==> config.mk <==
export PLATFORM = sky130hd
export DESIGN_NAME = mini_mips_instruction_step_core
export DESIGN_NICKNAME = d
export VERILOG_FILES = /design/src/hw/rtl/mmis_pkg.sv /design/src/hw/rtl/mini_mips_instruction_step_core.sv
export SDC_FILE = /design/constraint.sdc
export NUM_CORES = 2
export LEC_CHECK = 0
export ABC_AREA = 0
export BUFFER_PORTS_ARGS = -buffer_cell sky130_fd_sc_hd__buf_2
export CORE_MARGIN = 5
export CORE_UTILIZATION = 65
export DETAILED_ROUTE_END_ITERATION = 6
export MAX_ROUTING_LAYER = met4
export PLACE_DENSITY = 0.83
export SLEW_MARGIN = 30
export SYNTH_ARGS = -nofsm -noshare
export SYNTH_HDL_FRONTEND = slang
export SYNTH_SLANG_ARGS = --single-unit
==> constraint.sdc <==
create_clock -name clk -period 29.9 [get_ports clk]
set_clock_uncertainty 0.2 [all_clocks]
set_input_delay 7.475 -clock clk [delete_from_list [all_inputs] [get_ports clk]]
set_output_delay 7.475 -clock clk [all_outputs]
set_load 0.02 [all_outputs]
==> src/hw/rtl/mmis_pkg.sv <==
// ----------------------------------------------------------------------------
// mmis_pkg: shared definitions of the mini-MIPS instruction step core
// Sizes of the register file and data store, opcodes and ALU function codes.
// ----------------------------------------------------------------------------
`default_nettype none

package mmis_pkg;

  localparam int DATA_DEPTH = 256;
  localparam int NUM_REGS   = 8;
  localparam int DADDR_W    = (DATA_DEPTH > 1) ? $clog2(DATA_DEPTH) : 1;
  localparam int REG_AW     = $clog2(NUM_REGS);

  typedef enum logic [3:0] {
    OP_RTYPE = 4'd0,
    OP_J     = 4'd2,
    OP_ADDI  = 4'd4,
    OP_BEQ   = 4'd8,
    OP_LW    = 4'd11,
    OP_SW    = 4'd15
  } opcode_t;

  localparam logic [2:0] FN_ADD  = 3'd0;
  localparam logic [2:0] FN_SUB  = 3'd1;
  localparam logic [2:0] FN_AND  = 3'd4;
  localparam logic [2:0] FN_OR   = 3'd5;
  localparam logic [2:0] FN_ZERO = 3'd7;

  // Result of one instruction as held in the output stage.
  typedef struct packed {
    logic [7:0]        next_pc;
    logic              rwe;
    logic [REG_AW-1:0] ridx;
    logic [7:0]        rval;
    logic              is_lw;
    logic              in_range;
    logic              mwe;
    logic [7:0]        maddr;
    logic [7:0]        mval;
    logic [7:0]        alu;
    logic              ovf;
    logic              illegal;
  } result_t;

endpackage

`default_nettype wire

==> src/hw/rtl/mini_mips_instruction_step_core.sv <==
// ----------------------------------------------------------------------------
// mini_mips_instruction_step_core: one mini-MIPS instruction per transfer
// Executes 16-bit instructions against an internal PC, register file and
// data store, and reports the effects of each instruction as one result.
// ----------------------------------------------------------------------------
// Usage:
// Each input transfer (in_valid high, in_stall low) delivers the instruction
// found at the current program counter. Each one produces exactly one output
// transfer, in order, carrying next_pc, the register and memory writes, the
// ALU output and the overflow and illegal opcode flags.
// An instruction is registered into the execute stage at its input transfer
// and then into the output stage, where it is offered on the output. While
// out_stall is low the core takes one instruction per cycle: the register file
// is read at the input transfer, the ALU, branch and data store access happen
// in the execute stage, and the register file is written back on retirement.
// Results still in flight are forwarded to the execute stage, so dependent
// instructions follow each other without bubbles.
// When the receiver holds out_stall, the output stage keeps its result, the
// execute stage holds its instruction and in_stall rises once that stage is
// occupied; nothing is lost or repeated.
// Reset (rst, synchronous) clears the PC and marks every register as
// unwritten, so registers read as zero until written. After reset the core
// clears all DATA_DEPTH (256) data store entries, one entry per cycle, and
// in_stall stays high until that pass ends.
// ----------------------------------------------------------------------------
`default_nettype none

module mini_mips_instruction_step_core (
  input  wire logic               clk,
  input  wire logic               rst,
  input  wire logic               in_valid,
  output      logic               in_stall,
  input  wire logic [15:0]        instr_word,
  output      logic               out_valid,
  input  wire logic               out_stall,
  output      logic [7:0]         next_pc,
  output      logic               reg_write_en,
  output      logic [2:0]         reg_index,
  output      logic signed [7:0]  reg_value,
  output      logic               mem_write_en,
  output      logic [7:0]         mem_addr,
  output      logic signed [7:0]  mem_value,
  output      logic signed [7:0]  alu_result,
  output      logic               alu_overflow,
  output      logic               illegal_op
);
  import mmis_pkg::*;

  // Pipeline control.
  logic        s1_valid;
  logic [15:0] s1_instr;
  logic        s2_valid;
  result_t     s2;
  logic        advance;
  logic        in_xfer;
  logic        retire;

  logic [7:0]  pc;

  // Register file: synchronous memory with two read ports and valid bits.
  logic [7:0]        rf_mem [NUM_REGS];
  logic              rf_vld [NUM_REGS];
  logic [7:0]        rf_qa;
  logic [7:0]        rf_qb;
  logic              rf_va;
  logic              rf_vb;

  // Data store: synchronous memory, one access per cycle, cleared after reset.
  logic [7:0]         dm_mem [DATA_DEPTH];
  logic [7:0]         dm_q;
  logic               clr_busy;
  logic [DADDR_W-1:0] clr_addr;

  // Write captured at the input transfer that the register read missed.
  logic              fw_we;
  logic [REG_AW-1:0] fw_idx;
  logic [7:0]        fw_val;

  logic [7:0]  wb_val;

  // Execute stage signals.
  logic [3:0]        op;
  logic [REG_AW-1:0] rs;
  logic [REG_AW-1:0] rt;
  logic [REG_AW-1:0] rd;
  logic [2:0]        funct;
  logic [7:0]        immv;
  logic [7:0]        opa;
  logic [7:0]        opb;
  logic [7:0]        alu_b;
  logic [2:0]        alu_sel;
  logic [7:0]        alu_r;
  logic              alu_v;
  logic [7:0]        pc1;
  logic [DADDR_W-1:0] dm_idx;
  result_t           s1_res;

  assign advance  = !s2_valid || !out_stall;
  assign in_stall = clr_busy || (s1_valid && !advance);
  assign in_xfer  = in_valid && !in_stall;
  assign retire   = advance && s2_valid;

  // Load results come straight from the data store read register.
  always_comb begin
    if (s2.is_lw) begin
      wb_val = s2.in_range ? dm_q : 8'd0;
    end else begin
      wb_val = s2.rval;
    end
  end

  // Field decode of the instruction in the execute stage.
  assign op    = s1_instr[15:12];
  assign rs    = s1_instr[9 +: REG_AW];
  assign rt    = s1_instr[6 +: REG_AW];
  assign rd    = s1_instr[3 +: REG_AW];
  assign funct = s1_instr[2:0];
  assign immv  = {{2{s1_instr[5]}}, s1_instr[5:0]};
  assign pc1   = pc + 8'd1;

  // Operand forwarding: output stage first, then the write that retired at
  // the input transfer, then the register file read data.
  always_comb begin
    if (s2_valid && s2.rwe && s2.ridx == rs) begin
      opa = wb_val;
    end else if (fw_we && fw_idx == rs) begin
      opa = fw_val;
    end else begin
      opa = rf_va ? rf_qa : 8'd0;
    end
    if (s2_valid && s2.rwe && s2.ridx == rt) begin
      opb = wb_val;
    end else if (fw_we && fw_idx == rt) begin
      opb = fw_val;
    end else begin
      opb = rf_vb ? rf_qb : 8'd0;
    end
  end

  // ALU operand and function selection.
  always_comb begin
    alu_b   = opb;
    alu_sel = FN_ADD;
    case (op)
      OP_RTYPE: alu_sel = funct;
      OP_BEQ:   alu_sel = FN_SUB;
      OP_ADDI, OP_LW, OP_SW: alu_b = immv;
      default: ;
    endcase
  end

  always_comb begin
    alu_v = 1'b0;
    case (alu_sel)
      FN_SUB: begin
        alu_r = opa - alu_b;
        alu_v = (opa[7] != alu_b[7]) && (alu_r[7] != opa[7]);
      end
      FN_AND:  alu_r = opa & alu_b;
      FN_OR:   alu_r = opa | alu_b;
      FN_ZERO: alu_r = 8'd0;
      default: begin
        alu_r = opa + alu_b;
        alu_v = (opa[7] == alu_b[7]) && (alu_r[7] != opa[7]);
      end
    endcase
  end

  assign dm_idx = alu_r[DADDR_W-1:0];

  // Result of the instruction in the execute stage.
  always_comb begin
    s1_res          = '0;
    s1_res.next_pc  = pc1;
    s1_res.alu      = alu_r;
    s1_res.ovf      = alu_v;
    s1_res.in_range = ({1'b0, alu_r} < 9'(DATA_DEPTH));
    case (op)
      OP_RTYPE: begin
        s1_res.rwe  = 1'b1;
        s1_res.ridx = rd;
        s1_res.rval = alu_r;
      end
      OP_J: s1_res.next_pc = s1_instr[7:0];
      OP_ADDI: begin
        s1_res.rwe  = 1'b1;
        s1_res.ridx = rt;
        s1_res.rval = alu_r;
      end
      OP_BEQ: begin
        if (alu_r == 8'd0) begin
          s1_res.next_pc = pc1 + immv;
        end
      end
      OP_LW: begin
        s1_res.rwe   = 1'b1;
        s1_res.ridx  = rt;
        s1_res.is_lw = 1'b1;
        s1_res.maddr = alu_r;
      end
      OP_SW: begin
        s1_res.maddr = alu_r;
        s1_res.mval  = opb;
        s1_res.mwe   = s1_res.in_range;
      end
      default: begin
        s1_res.alu     = 8'd0;
        s1_res.ovf     = 1'b0;
        s1_res.illegal = 1'b1;
      end
    endcase
  end

  // Pipeline control registers.
  always_ff @(posedge clk) begin
    if (rst) begin
      s1_valid <= 1'b0;
      s2_valid <= 1'b0;
      pc       <= 8'd0;
      fw_we    <= 1'b0;
    end else begin
      if (in_xfer) begin
        s1_valid <= 1'b1;
        fw_we    <= retire && s2.rwe;
      end else if (advance) begin
        s1_valid <= 1'b0;
      end
      if (advance) begin
        s2_valid <= s1_valid;
        if (s1_valid) begin
          pc <= s1_res.next_pc;
        end
      end
    end
  end

  // Payload registers.
  always_ff @(posedge clk) begin
    if (in_xfer) begin
      s1_instr <= instr_word;
      fw_idx   <= s2.ridx;
      fw_val   <= wb_val;
    end
    if (advance && s1_valid) begin
      s2 <= s1_res;
    end
  end

  // Register file: written when a result retires, read at the input transfer.
  always_ff @(posedge clk) begin
    if (retire && s2.rwe) begin
      rf_mem[s2.ridx] <= wb_val;
    end
    if (in_xfer) begin
      rf_qa <= rf_mem[instr_word[9 +: REG_AW]];
      rf_qb <= rf_mem[instr_word[6 +: REG_AW]];
      rf_va <= rf_vld[instr_word[9 +: REG_AW]];
      rf_vb <= rf_vld[instr_word[6 +: REG_AW]];
    end
  end

  always_ff @(posedge clk) begin
    if (rst) begin
      for (int i = 0; i < NUM_REGS; i++) begin
        rf_vld[i] <= 1'b0;
      end
    end else if (retire && s2.rwe) begin
      rf_vld[s2.ridx] <= 1'b1;
    end
  end

  // Clearing pass: walks every data store entry once after reset.
  always_ff @(posedge clk) begin
    if (rst) begin
      clr_busy <= 1'b1;
      clr_addr <= '0;
    end else if (clr_busy) begin
      clr_addr <= clr_addr + DADDR_W'(1);
      if (clr_addr == DADDR_W'(DATA_DEPTH - 1)) begin
        clr_busy <= 1'b0;
      end
    end
  end

  // Data store: cleared entry by entry after reset, then accessed when the
  // execute stage hands over its instruction.
  always_ff @(posedge clk) begin
    if (clr_busy) begin
      dm_mem[clr_addr] <= 8'd0;
    end else if (advance && s1_valid && s1_res.mwe) begin
      dm_mem[dm_idx] <= opb;
    end
    if (advance && s1_valid && s1_res.is_lw) begin
      dm_q <= dm_mem[dm_idx];
    end
  end

  // Output channel.
  assign out_valid    = s2_valid;
  assign next_pc      = s2.next_pc;
  assign reg_write_en = s2.rwe;
  assign reg_index    = 3'(s2.ridx);
  assign reg_value    = wb_val;
  assign mem_write_en = s2.mwe;
  assign mem_addr     = s2.maddr;
  assign mem_value    = s2.mval;
  assign alu_result   = s2.alu;
  assign alu_overflow = s2.ovf;
  assign illegal_op   = s2.illegal;

endmodule

`default_nettype wire

==> After elaboration in Yosys (flattened, before gate mapping) <==
Memories as Yosys holds them, arrays and structs flattened. A register that Yosys moved wholly into a read port is not among the register bits.
Index checks and enable logic that the tools add are counted.
Widths: inputs -> output; s select.
{ "op_classes": {"shifts": 0, "reduce_logical": 32, "n_eq_ne": 18, "addsub": 5, "n_bitwise": 2, "div": 0, "order_cmp": 0, "n_mux": 38, "n_mul": 0} }
{ "op_table": {"columns": ["operator", "count"], "rows": [
  ["$mux 8", 11],
  ["$pmux 8 s4", 1],
  ["$mux 1", 21],
  ["$add 8x1->8 const B", 2],
  ["$add 8x8->8", 2],
  ["$pmux 8 s2", 1],
  ["$logic_and 1x1->1", 14],
  ["$eq 3x3->1", 4],
  ["$eq 4x4->1 const B", 3],
  ["$eq 3x3->1 const B", 3],
  ["$and 8x8->8", 1],
  ["$eq 8x8->1 const B", 1],
  ["$logic_not 8->1", 1],
  ["$or 8x8->8", 1],
  ["$pmux 4 s2", 1],
  ["$reduce_or 8->1", 1],
  ["$sub 8x8->8", 1],
  ["$pmux 3 s2", 1],
  ["$reduce_or 2->1", 3],
  ["$reduce_or 3->1", 2],
  ["$reduce_or 6->1", 1],
  ["$eq 4x2->1 const B", 1],
  ["$eq 4x3->1 const B", 1],
  ["$logic_not 1->1", 4],
  ["other kinds (10)", 13]
]} }
{ "word_totals": {"elab_cells": 118, "rom_bits": 0, "memories": 3, "ff_bits": 95, "ramBits": 2120, "latch_bits": 0, "output_inout_bits": 49} }
{ "mem_list": {"columns": ["memory", "depth", "width", "rd", "rd_ports_with_merged_regs", "write_ports", "line", "source"], "rows": [
  ["dm_mem", 256, 8, 1, 1, 1, "mini_mips_instruction_step_core.sv:69", "logic [7:0] dm_mem [DATA_DEPTH];"],
  ["rf_mem", 8, 8, 2, 2, 1, "mini_mips_instruction_step_core.sv:61", "logic [7:0] rf_mem [NUM_REGS];"],
  ["rf_vld", 8, 1, 2, 2, 8, "mini_mips_instruction_step_core.sv:62", "logic rf_vld [NUM_REGS];"]
]} }

==> Logic depth before layout (Yosys ltp) <==
{ "logic_depth": {"depth_word": 10, "mapped_depth": 26, "depth_no_buf": 20} }

==> Worst setup path after synthesis <==
No wires, ideal clock.
{ "synth_path": {"kind": "input -> register", "startpoint": "in out_stall", "endpoint": "mem dm_mem[0][0], data pin", "slack_ns": 14.049, "arrival_ns": 14.257, "path_stages": 6, "setup_time_ns": 1.393, "path_cell_list": "nand2_1 > nand2_1 > or3_1 > clkbuf_1 > clkbuf_1 > nor2_1"} }
{ "synth_via": {"elab_chain_cells": 9} }
{ "synth_rtl": {"columns": ["item", "line", "source"], "rows": [
  ["from (decl)", "mini_mips_instruction_step_core.sv:35", "input wire logic out_stall,"],
  ["$logic_not 1->1", "mini_mips_instruction_step_core.sv:98", "assign advance = !s2_valid || !out_stall;"],
  ["$logic_or 1x1->1", "mini_mips_instruction_step_core.sv:98", null],
  ["$logic_and 1x1->1 (2 in a row)", "mini_mips_instruction_step_core.sv:290", "end else if (advance && s1_valid && s1_res.mwe) begin"],
  ["$mux 1", "mini_mips_instruction_step_core.sv:290", null],
  ["$mux 1", "mini_mips_instruction_step_core.sv:288", "if (clr_busy) begin"],
  ["$mux 1 (implied by the code)", "mini_mips_instruction_step_core.sv:291", "dm_mem[dm_idx] <= opb;"],
  ["$reduce_or 8->1 (no source line)", null, null],
  ["$mux 8 (no source line)", null, null],
  ["to (decl)", "mini_mips_instruction_step_core.sv:69", null]
]} }
Every way passes these cells.

==> Worst setup path after layout <==
{ "layout_path": {"startpoint": "in out_stall", "endpoint": "out in_stall"} }
{ "layout_via": {"elab_chain_cells": 5} }
{ "layout_rtl": {"columns": ["item", "line", "source"], "rows": [
  ["$logic_not 1->1", "mini_mips_instruction_step_core.sv:98", null],
  ["$logic_or 1x1->1", "mini_mips_instruction_step_core.sv:98", null],
  ["$logic_not 1->1", "mini_mips_instruction_step_core.sv:99", "assign in_stall = clr_busy || (s1_valid && !advance);"],
  ["$logic_and 1x1->1", "mini_mips_instruction_step_core.sv:99", null],
  ["$logic_or 1x1->1", "mini_mips_instruction_step_core.sv:99", null],
  ["to (decl)", "mini_mips_instruction_step_core.sv:32", "output logic in_stall,"]
]} }
Every way passes these cells.

==> metrics.md <==
| Metric | Value |
|---|---|
| Vias | `60940` |
| Final worst-path cycle share | `0.5268` |
| Initial DRT Pass Iterations | `7` |
| Routed wire length | `255700 um` |
| Top post-synthesis cells by area | `edfxtp_1, nand2_1, a21oi_1` |
| Final Net Count | `6703` |
| Register area share after synthesis | `0.7248` |
| Area share of the largest cell type after synthesis | `0.7187` |
| Overall global routing resource usage | `0.3448` |
| Worst endpoint required time | `22.23 ns` |
| Status | `finished clean` |
| CP bufs+invs | `3` |
| Vias in the first global route | `58510` |
| Flops & latches, synth | `2241` |
| Syn_area_per_cell | `13.68 um^2` |
| Leakage | `0.03498 uW` |
| Count leader, synth | `edfxtp_1` |
| Clk sinks | `2241` |
| Worst Path Max Fanout | `7` |
| Initial Utilization | `0.6539` |
| Slowest stage delay, CP | `0.22 ns` |
| Number of enable flip-flop cells after synthesis | `2213` |
| Synthesized Nets | `6814` |
| Post-DP HPWL | `146400 um` |
| Async set-reset flop share out of synthesis | `0` |
| Final ANT Viol Nets | `0` |
| Rows | `138` |
| Max-cap violations | `0` |
| Final setup violation count | `0` |
| Peak VDD IR | `0.05491 mV` |
| GRT overflow | `0` |
| Worst Max-Slew Pin Slew | `1.157 ns` |
| Reg2reg start | `s1_instr[6]` |
| Worst setup SP type | `input port` |
| Stages on worst setup path | `4` |
| Ratio of cells with drive above 1 in the final layout | `0.09732` |
| Worst R2R End | `dm_q[0]` |
| Critical Path End Type | `output port` |
| Setup TNS | `0 ns` |
| HP Start | `rf_vld[1]` |
| Crit-path leading delay family | `buffers and inverters` |
| Hold Buf Count CTS | `0` |
| Clk buf depth | `3` |
| Critical path arrival | `8.08 ns` |
| Die Width | `387.2 um` |
| Tmin final | `15.75 ns` |
| Worst Hold Path Cells | `2` |
| Placer Congestion | `0.9669` |
| Worst-path clk slew | `0.07 ns` |
| IO buf count | `68` |
| Post-route DRC | `0` |
| CORE AREA | `141400 um^2` |
| Largest net degree at the start of global routing | `206` |
| Final Hold Vio Count | `0` |
| Area leader, netlist | `edfxtp_1` |
| Clk_lat worst skew | `0.87 ns` |
| Post-Syn Instances | `6758` |
| Postcts setup bufs | `0` |
| Setup CP Type | `input port to output port` |
| Most used cell, CP | `buf_2` |
| Vias/cell | `6.984` |
| Initial antenna violation count | `11` |
| Most used flip-flop cell after synthesis | `edfxtp_1` |
| Global-route wire length before repair | `376300 um` |
| R2r setup slk | `19.51 ns` |
| Ports | `69` |
| Origin of the worst setup path | `out_stall` |
| Clock root cell | `clkbuf_16` |
| DIE AREA | `149900 um^2` |
| Pwr dens | `60.41 nW/um^2` |
| FMAX | `63.49 MHz` |
| # H-tree levels | `4` |
| Number of cells on the worst reg-to-reg path | `24` |
| Post-synth top cells | `edfxtp_1, nand2_1, a21oi_1` |
| Unique cell type count in the Yosys netlist | `89` |
| Cts repair resizes | `0` |
| Crit path to | `in_stall` |
| CP max stage cell | `a31oi_1` |
| Design Power | `6080 uW` |
| Max Slew Vio Count | `0` |
| CTS tree | `done` |
| Unrepaired setup endpoints after global routing | `false` |
| Max_slew headroom | `0.2263` |
| Drt wl/cell | `29.31 um` |
| Critical Path, Cell by Cell | `buf_2 -> a31oi_1 -> inv_1 -> buf_2` |
| DP Worst Slack | `14.14 ns` |
| Ys Warns | `0` |
| Drt initial violations | `10530` |
| Setup WS post-layout | `14.15 ns` |
| Area Growth Syn to Fin | `8.846%` |
| Die span in y | `387.2 um` |
| Synth Cell Area | `92460 um^2` |
| Inserted Clock Buffers | `207` |
| HP Class | `flop to flop` |
==> through the flow <==
stage          instance area [um^2]  cells  utilization  hold WS (ns)
2_1_floorplan                 92460   6758            -        0.2493
3_3_place_gp                  93630   8324       0.6621        0.2635
3_5_place_dp                  93690   8325       0.6625        0.2863
4_1_cts                      100500   8710       0.7104        0.3068
5_1_grt                      100600   8722       0.7116        0.3439
6_report                     100600   8725       0.7117        0.3123
==> layer usage <==
metal	GRT usage	share of wire	vias to the layer above
met5	-	0	-
met4	0.1825	0.066	0
met3	0.09331	0.14	1093
met2	0.5133	0.46	5488
met1	0.4399	0.33	29190
li1	-	-	25160
==> kinds of logic (layout without fill, tap and decap cells) <==
family	after synthesis	in the layout	share of synthesized area
muxes	268	268	0.03978
xor gates and xnor gates	35	35	0.003315
other	0	12	0
and+or+nand+nor	2502	2502	0.1153
buffers and inverters	541	606	0.03045
DFF	2241	2241	0.7248
adders and majority gates	36	36	0.005115
AOI/OAI and AO/OA	1135	1135	0.08129
==> registers in the layout (all words and copies together), names as in the netlist, 3 cells and up <==
register,cells
dm_mem,2048
rf_mem,64
s1_instr,16
s2,9
alu_result,8
clr_addr,8
dm_q,8
fw_val,8
mem_addr,8
mem_value,8
next_pc,8
pc,8
rf_qa,8
rf_qb,8
rf_vld,8
fw_idx,3
reg_index,3
==> worst min-delay path: stages, from the launching register on <==
cell	delay [ns]
dfxtp_1	0.33
nor2_1	0.10
nor2_1	0.04
==> power by group <==
| group | switching (uW) | internal (uW) | total (uW) | leakage (uW) |
|---|---|---|---|---|
| Clock | 1170 | 1470 | 2640 | 0.00328 |
| Sequential | 1.82 | 3400 | 3400 | 0.0230 |
| Combinational | 23.5 | 8.66 | 32.2 | 0.00868 |
==> layout by cell type (no fill, tap or decap), drive strengths merged, types with 12 or more instances in the layout <==
cell	Yosys	layout
or3	21	21
nand3	365	365
a21oi	496	496
edfxtp	2213	2213
buf	341	183
inv	38	43
nor4	18	18
clkbuf	162	251
a221oi	129	129
a22oi	123	123
nor3	73	73
ha	33	33
a2111oi	12	12
and3	112	112
xor2	23	23
clkinv	0	97
o21ai	75	75
a31oi	54	54
nand2	1402	1402
a311oi	72	72
nor2	429	429
xnor2	12	12
mux4	77	77
dfxtp	28	28
mux2i	165	165
diode	0	12
a211oi	25	25
mux2	26	26
nand4	27	27
bufinv	0	21
a32oi	28	28
==> area by class of cell <==
cell class              count  area [um^2]
multi-input cells        3976        22870
well taps                1890         2365
diodes                     12        30.03
clock buffers             251         5398
inverters                  38        142.6
fillers                  8260        40770
flip-flops and latches   2241        67010
clock inverters           134         1375
repair buffers            183         1446
==> worst min-delay path by stage <==
stage / slack, ns / to
2_1_floorplan: 0.25 / fw_idx[1]
3_3_place_gp: 0.26 / rf_vld[7]
3_5_place_dp: 0.29 / rf_vld[4]
4_1_cts: 0.31 / rf_vld[1]
5_1_grt: 0.34 / rf_vld[0]
6_report: 0.31 / rf_vld[1]
(Power assumes the default switching activity.)
